**src/agc_pkg.sv**
```systemverilog
`timescale 1ns / 1ps
// ----------------------------------------------------------------------------
// agc_pkg
// Shared types and constants for the premultiplied alpha gamma corrector.
// ----------------------------------------------------------------------------
package agc_pkg;

  // pixel layout: alpha in the top byte, then three colour bytes
  localparam int unsigned BYTE_W      = 8;
  localparam int unsigned PIXEL_W     = 32;
  localparam int unsigned ALPHA_LSB   = 24;
  localparam int unsigned NUM_COLOURS = 3;
  localparam logic [BYTE_W-1:0] BYTE_MAX = 8'hFF;

  // gamma table: corrected alpha above an unsigned fixed point ratio
  localparam int unsigned RATIO_W     = 24;
  localparam int unsigned ENTRY_W     = BYTE_W + RATIO_W;
  localparam int unsigned TABLE_DEPTH = 256;
  localparam int unsigned TABLE_AW    = $clog2(TABLE_DEPTH);

  // product of one colour byte and a ratio
  localparam int unsigned PROD_W      = BYTE_W + RATIO_W;

  // request kinds
  typedef enum logic [0:0] {
    ACT_LOAD  = 1'b0,
    ACT_PIXEL = 1'b1
  } action_e;

endpackage

```
**src/agc_lane.sv**
```systemverilog
`timescale 1ns / 1ps
// ----------------------------------------------------------------------------
// agc_lane
// One colour lane: registered byte-by-ratio product, then shift and clamp.
// ----------------------------------------------------------------------------
module agc_lane #(
  parameter int unsigned FRAC_BITS = 16
) (
  input  logic                          clk_i,
  input  logic                          en_i,
  input  logic [agc_pkg::BYTE_W-1:0]    colour_i,
  input  logic [agc_pkg::RATIO_W-1:0]   ratio_i,
  output logic [agc_pkg::BYTE_W-1:0]    colour_o
);
  import agc_pkg::*;

  logic [PROD_W-1:0] prod_d, prod_q;
  logic [PROD_W-1:0] scaled;
  logic              sat;

  // byte times ratio
  assign prod_d = PROD_W'(colour_i) * PROD_W'(ratio_i);

  always_ff @(posedge clk_i) begin
    if (en_i) begin
      prod_q <= prod_d;
    end
  end

  // drop the fraction and clamp to a byte
  assign scaled   = prod_q >> FRAC_BITS;
  assign sat      = |scaled[PROD_W-1:BYTE_W];
  assign colour_o = sat ? BYTE_MAX : scaled[BYTE_W-1:0];

endmodule
```
**config.mk**
```make
export PLATFORM = sky130hd
export DESIGN_NAME = agc_lane
export DESIGN_NICKNAME = d
export VERILOG_FILES = /design/src/agc_pkg.sv /design/src/agc_lane.sv
export SDC_FILE = /design/constraint.sdc
export NUM_CORES = 1
export LEC_CHECK = 0
export BUFFER_PORTS_ARGS = -buffer_cell sky130_fd_sc_hd__buf_2
export CORE_MARGIN = 2
export CORE_UTILIZATION = 58
export DETAILED_ROUTE_END_ITERATION = 10
export PLACE_DENSITY = 0.8
export SLEW_MARGIN = 20
export SYNTH_ARGS = -nofsm -noshare
export SYNTH_HDL_FRONTEND = slang
export SYNTH_SLANG_ARGS = --single-unit
```
**constraint.sdc**
```tcl
create_clock -name clk_i -period 4.31 [get_ports clk_i]
set_input_delay 0.2155 -clock clk_i [delete_from_list [all_inputs] [get_ports clk_i]]
set_output_delay 0.2155 -clock clk_i [all_outputs]
set_load 0.01 [all_outputs]
```
# Word-level counts from Yosys, hierarchy flattened
# Index checks and enable logic that the tools add are counted.
# op_classes
multipliers,1
n_mux,1
reduce_logical,1
# op_table
cell,count
8-bit by 24-bit multiplier with 32-bit output,1
8-bit two-way mux,1
8-bit OR reduction,1
# word_totals
reg_bits,32
inputBits,34
output_inout_bits,8
word_cells,4

# Longest topological paths before layout
# logic_depth
word_depth,2
mapped_depth,19

# Worst setup path after synthesis
# Ideal clock, no wire load.
# synth_path
kind,input port to flip-flop
from,input port colour_i[3] in the netlist's numbering
to,"register prod_q[30], data pin"
setup_ns,0.258
t_arrival_ns,4.048
path_slack_ns,0.005
cell_stages,16
path_buffers,1
cell_sequence,clkbuf_1 and2_1 fa_1 fa_1 fa_1 inv_1 fa_1 inv_1 ha_1 a21oi_2 nand4b_1 o211ai_2 o211ai_2 or3_4 a31oi_4 xnor2_1
# synth_via
elab_chain_len,1
# synth_lines
item,line,source
"start, declared",agc_lane.sv:11,"input logic [agc_pkg::BYTE_W-1:0] colour_i,"
8-bit by 24-bit multiplier with 32-bit output,agc_lane.sv:22,assign prod_d = PROD_W'(colour_i) * PROD_W'(ratio_i);
named net prod_d[30],agc_lane.sv:17,"logic [PROD_W-1:0] prod_d, prod_q;"
"end signal, assigned",agc_lane.sv:26,prod_q <= prod_d;
"end, declared",agc_lane.sv:17,
# The timed path passes the listed nets, and every way through them passes these cells.
# A chain may end at the register's enable or synchronous reset.

# Worst setup path in the final report
# layout_path
from,input port ratio_i[3] in the netlist's numbering
to,"register prod_q[26], data pin"
# layout_via
elab_chain_len,1
# layout_lines
item,line,source
"start, declared",agc_lane.sv:12,"input logic [agc_pkg::RATIO_W-1:0] ratio_i,"
8-bit by 24-bit multiplier with 32-bit output,agc_lane.sv:22,
named net prod_d[26],agc_lane.sv:17,
# The timed path passes the listed nets, and every way through them passes these cells.

==> flow_summary.toml <==
[critical_path]
worstSetupStartpointType = "input pin"
worstPathCellList = "clkbuf_4 > nand2_1 > fa_1 > fa_1 > inv_1 > fa_1 > inv_1 > fa_1 > inv_1 > ha_1 > o21ai_2 > o31ai_4 > buf_4 > o211ai_2 > o211ai_2 > or3_4 > a21oi_2 > xnor2_1"
critical_path_class = "in2reg"
slowest_stage = "fa_1"
crit_arrival_ns = 4.26
worstPathMaxFanout = 7
endpoint_kind = "register"
cp_common_cell = "fa_1"
critPathMaxStageDelay_ns = 0.56
cp_data_required_time_ns = 4.30

[timing]
fin_crit_ns = 4.273
finalMaxSlewViolations = 0
maxSlewHeadroom_pct = 66.98
rsz0062_at_grt = "yes"
fmax_mhz = 234.0
setup-violations-final = 0
fin_crit_sh_pct = 99.14
hold-worst-slack_ns = 0.3860
worst_slew_pin_slew_ns = 0.4953
finalHoldViolations = 0

[hold_path]
whs_endpoint = "prod_q[18]"
holdPathStages = 1
hp-class = "in2reg"
min-delay-start = "en_i"

[clock_network]
clk_pin_slew_ns = 0.05
cts-htree-levels = 1
cts_hold_buf = 0
cts_sinks = 16
cts_tree = "built"
ctsLongestPathBuffers = 2
clockRootBuffer = "clkbuf_8"
numCtsBuffers = 3

[routing]
final_antenna_net_count = 0
dr.pass1.iters = 4
viasPerCell = 5.547
finalWirelength_mm = 15.07
drc = 0
drt-wirelength-per-cell_microns = 16.45
via_count = 5081
initialDrtViolationCount = 243

[grt]
grt_pass1_wl_mm = 25.25
grtUsageTotal_pct = 27.05
grt_max_degree = 25
antenna_found_initial = 0
grt_pass1_vias = 5672
grt-ovfl-total = 0

[power]
pwr_density_cell_nw_per_um2 = 612.1
peakVddDrop_v = 0.0003445
p_sw_share_pct = 47.81
clockPowerShare_pct = 2.3
p_sw_uw = 2224
p_leak_uw = 0.003666
power.internal_uw = 2428
power_frac_comb_pct = 89.8
sequentialPowerShare_pct = 7.9

[layout]
stdcell_area_sq_um = 7600
largestRegisters = "prod_q: 16 flops"
syn2layout_area_growth_pct = 20.37
largest_register_ffs = 16
diodes = 0
fin_cells = 916
nFillCells = 793
nets = 992
layout-drive-gt1-share_pct = 24.61
top_register = "prod_q"

[synth]
synth.most_common_cell = "and2_1"
seq_area_frac_synth_pct = 7.610
ys.flop_type = "edfxtp_1"
syn_inst = 666
async_flop_share_pct = 0
yosysUniqueCellTypes = 55
yosys.area.top_type = "fa_1"
synthesis.area_sq_um = 6314
synth.area.top_cells = "fa_1 (42%), and2_1 (14%), ha_1 (9.7%)"
syn_nets = 880
avgSynthCellArea_sq_um = 9.480
synth_edf_count = 16
ys_seq_elements = 16
synth_commonest_cells = "and2_1 (137), fa_1 (131), inv_1 (109), nand2_1 (60), ha_1 (49)"
ys_warn_count = 0
synth_top_area_share_pct = 41.54

[floorplan]
die_h_microns = 108.3
dieArea_sq_um = 11740
row_count = 38
core_area_sq_um = 10750
start_util_pct = 58.76
fp.dieW_microns = 108.3
ios = 42

[place]
port-buffer-count = 41
place_area_sq_um = 7213
dp_hpwl_mm = 12.44
place_inst = 906
gp_congestion = 0.9242

[flow_run]
cap_violations = 0

[status]
status = "finished, final reports clean"
[cells in the final DEF, fill, tap and decap left out, drive strengths merged, types with 3 or more instances in the layout]
| cell type | n |
|---|---|
| xnor2 | 11 |
| o211ai | 4 |
| o21a | 3 |
| xor2 | 3 |
| and3 | 4 |
| a21oi | 25 |
| nor4 | 6 |
| and4 | 4 |
| o21bai | 4 |
| fa | 131 |
| a21o | 3 |
| inv | 109 |
| o21ai | 15 |
| edfxtp | 16 |
| and2 | 143 |
| nor2 | 7 |
| nand3 | 6 |
| buf | 123 |
| ha | 49 |
| nor2b | 4 |
| o22ai | 3 |
| clkbuf | 6 |
| a31oi | 4 |
| nand2 | 60 |
| nand4 | 3 |
| o31a | 3 |
| or2 | 8 |
[logic make-up (layout without fill, tap and decap cells)]
logic type / count (synthesis) / after routing / share of synthesized area [%]
AO/OA/AOI/OAI: 74 / 74 / 8.145
adder cells (fa/ha/maj): 180 / 180 / 51.25
buffers and inverters: 128 / 238 / 7.729
XOR/XNOR: 14 / 14 / 1.942
flip-flops: 16 / 16 / 7.610
AND/OR/NAND/NOR: 254 / 254 / 23.33
[per-layer routing]
metal | global-route usage (%) | vias up | share of wire (%)
li1 | - | 2318 | -
met1 | 31.49 | 2579 | 38
met2 | 52.16 | 138 | 55
met3 | 1.929 | 46 | 3.0
met4 | 9.341 | 0 | 3.1
met5 | 0 | - | 0
[timing repair]
action | CTS | global route
pin swaps | 0 | 32
setup buffers | 0 | 5
resized for setup | 3 | 63
setup endpoints to repair | 3 | 11
cloned | 0 | 2
[area by class of cell]
cell class                 count  area, sq um  share of cell area, %
clock buffer                   3        41.29                 0.5433
inverter                     109        409.1                  5.384
multi-input combinational    522         5573                  73.33
sequential                    16        480.5                  6.322
tap                          140        175.2                  2.305
timing repair buffer         126        920.9                  12.12
[worst max-delay path by stage]
| stage | startpoint | endpoint | slack, ns | depth (start not counted) |
|---|---|---|---|---|
| after floorplan | colour_i[3] | prod_q[30] | 0.005 | 16 |
| after global placement | colour_i[2] | prod_q[28] | -0.23 | 16 |
| after detailed placement | colour_i[2] | prod_q[26] | -0.28 | 15 |
| after CTS | colour_i[6] | prod_q[26] | 0.01 | 19 |
| after global routing | ratio_i[9] | prod_q[26] | -0.12 | 16 |
| final | ratio_i[3] | prod_q[26] | 0.04 | 18 |
[power by group through the flow]
stage | sequential [uW] | clock (uW) | combinational (uW)
after floorplan | 363 | 0 | 2350
after global placement | 367 | 0 | 3520
after detailed placement | 372 | 0 | 3630
after CTS | 369 | 110 | 3660
after global routing | 377 | 115 | 4600
final | 368 | 107 | 4180
[metrics by stage]
stage | TNS, ns | util, % | setup slack (ns) | total power (uW)
2_1_floorplan | 0 | - | 0.004716 | 2710
3_3_place_gp | -1.905 | 67.13 | -0.2314 | 3892
3_5_place_dp | -2.922 | 67.13 | -0.2792 | 4001
4_1_cts | 0 | 67.58 | 0.01091 | 4134
5_1_grt | -0.5145 | 70.73 | -0.1226 | 5092
6_report | 0 | 70.73 | 0.03727 | 4652
[worst max-delay path, delay by kind of cell]
kind,cells,cell delay [ns]
fa+ha+maj,5,2.37
compound gates,5,0.61
xor+xnor,1,0.08
buf+inv,5,0.46
simple gates,2,0.52
No activity file was read; power rests on OpenSTA's default activity.
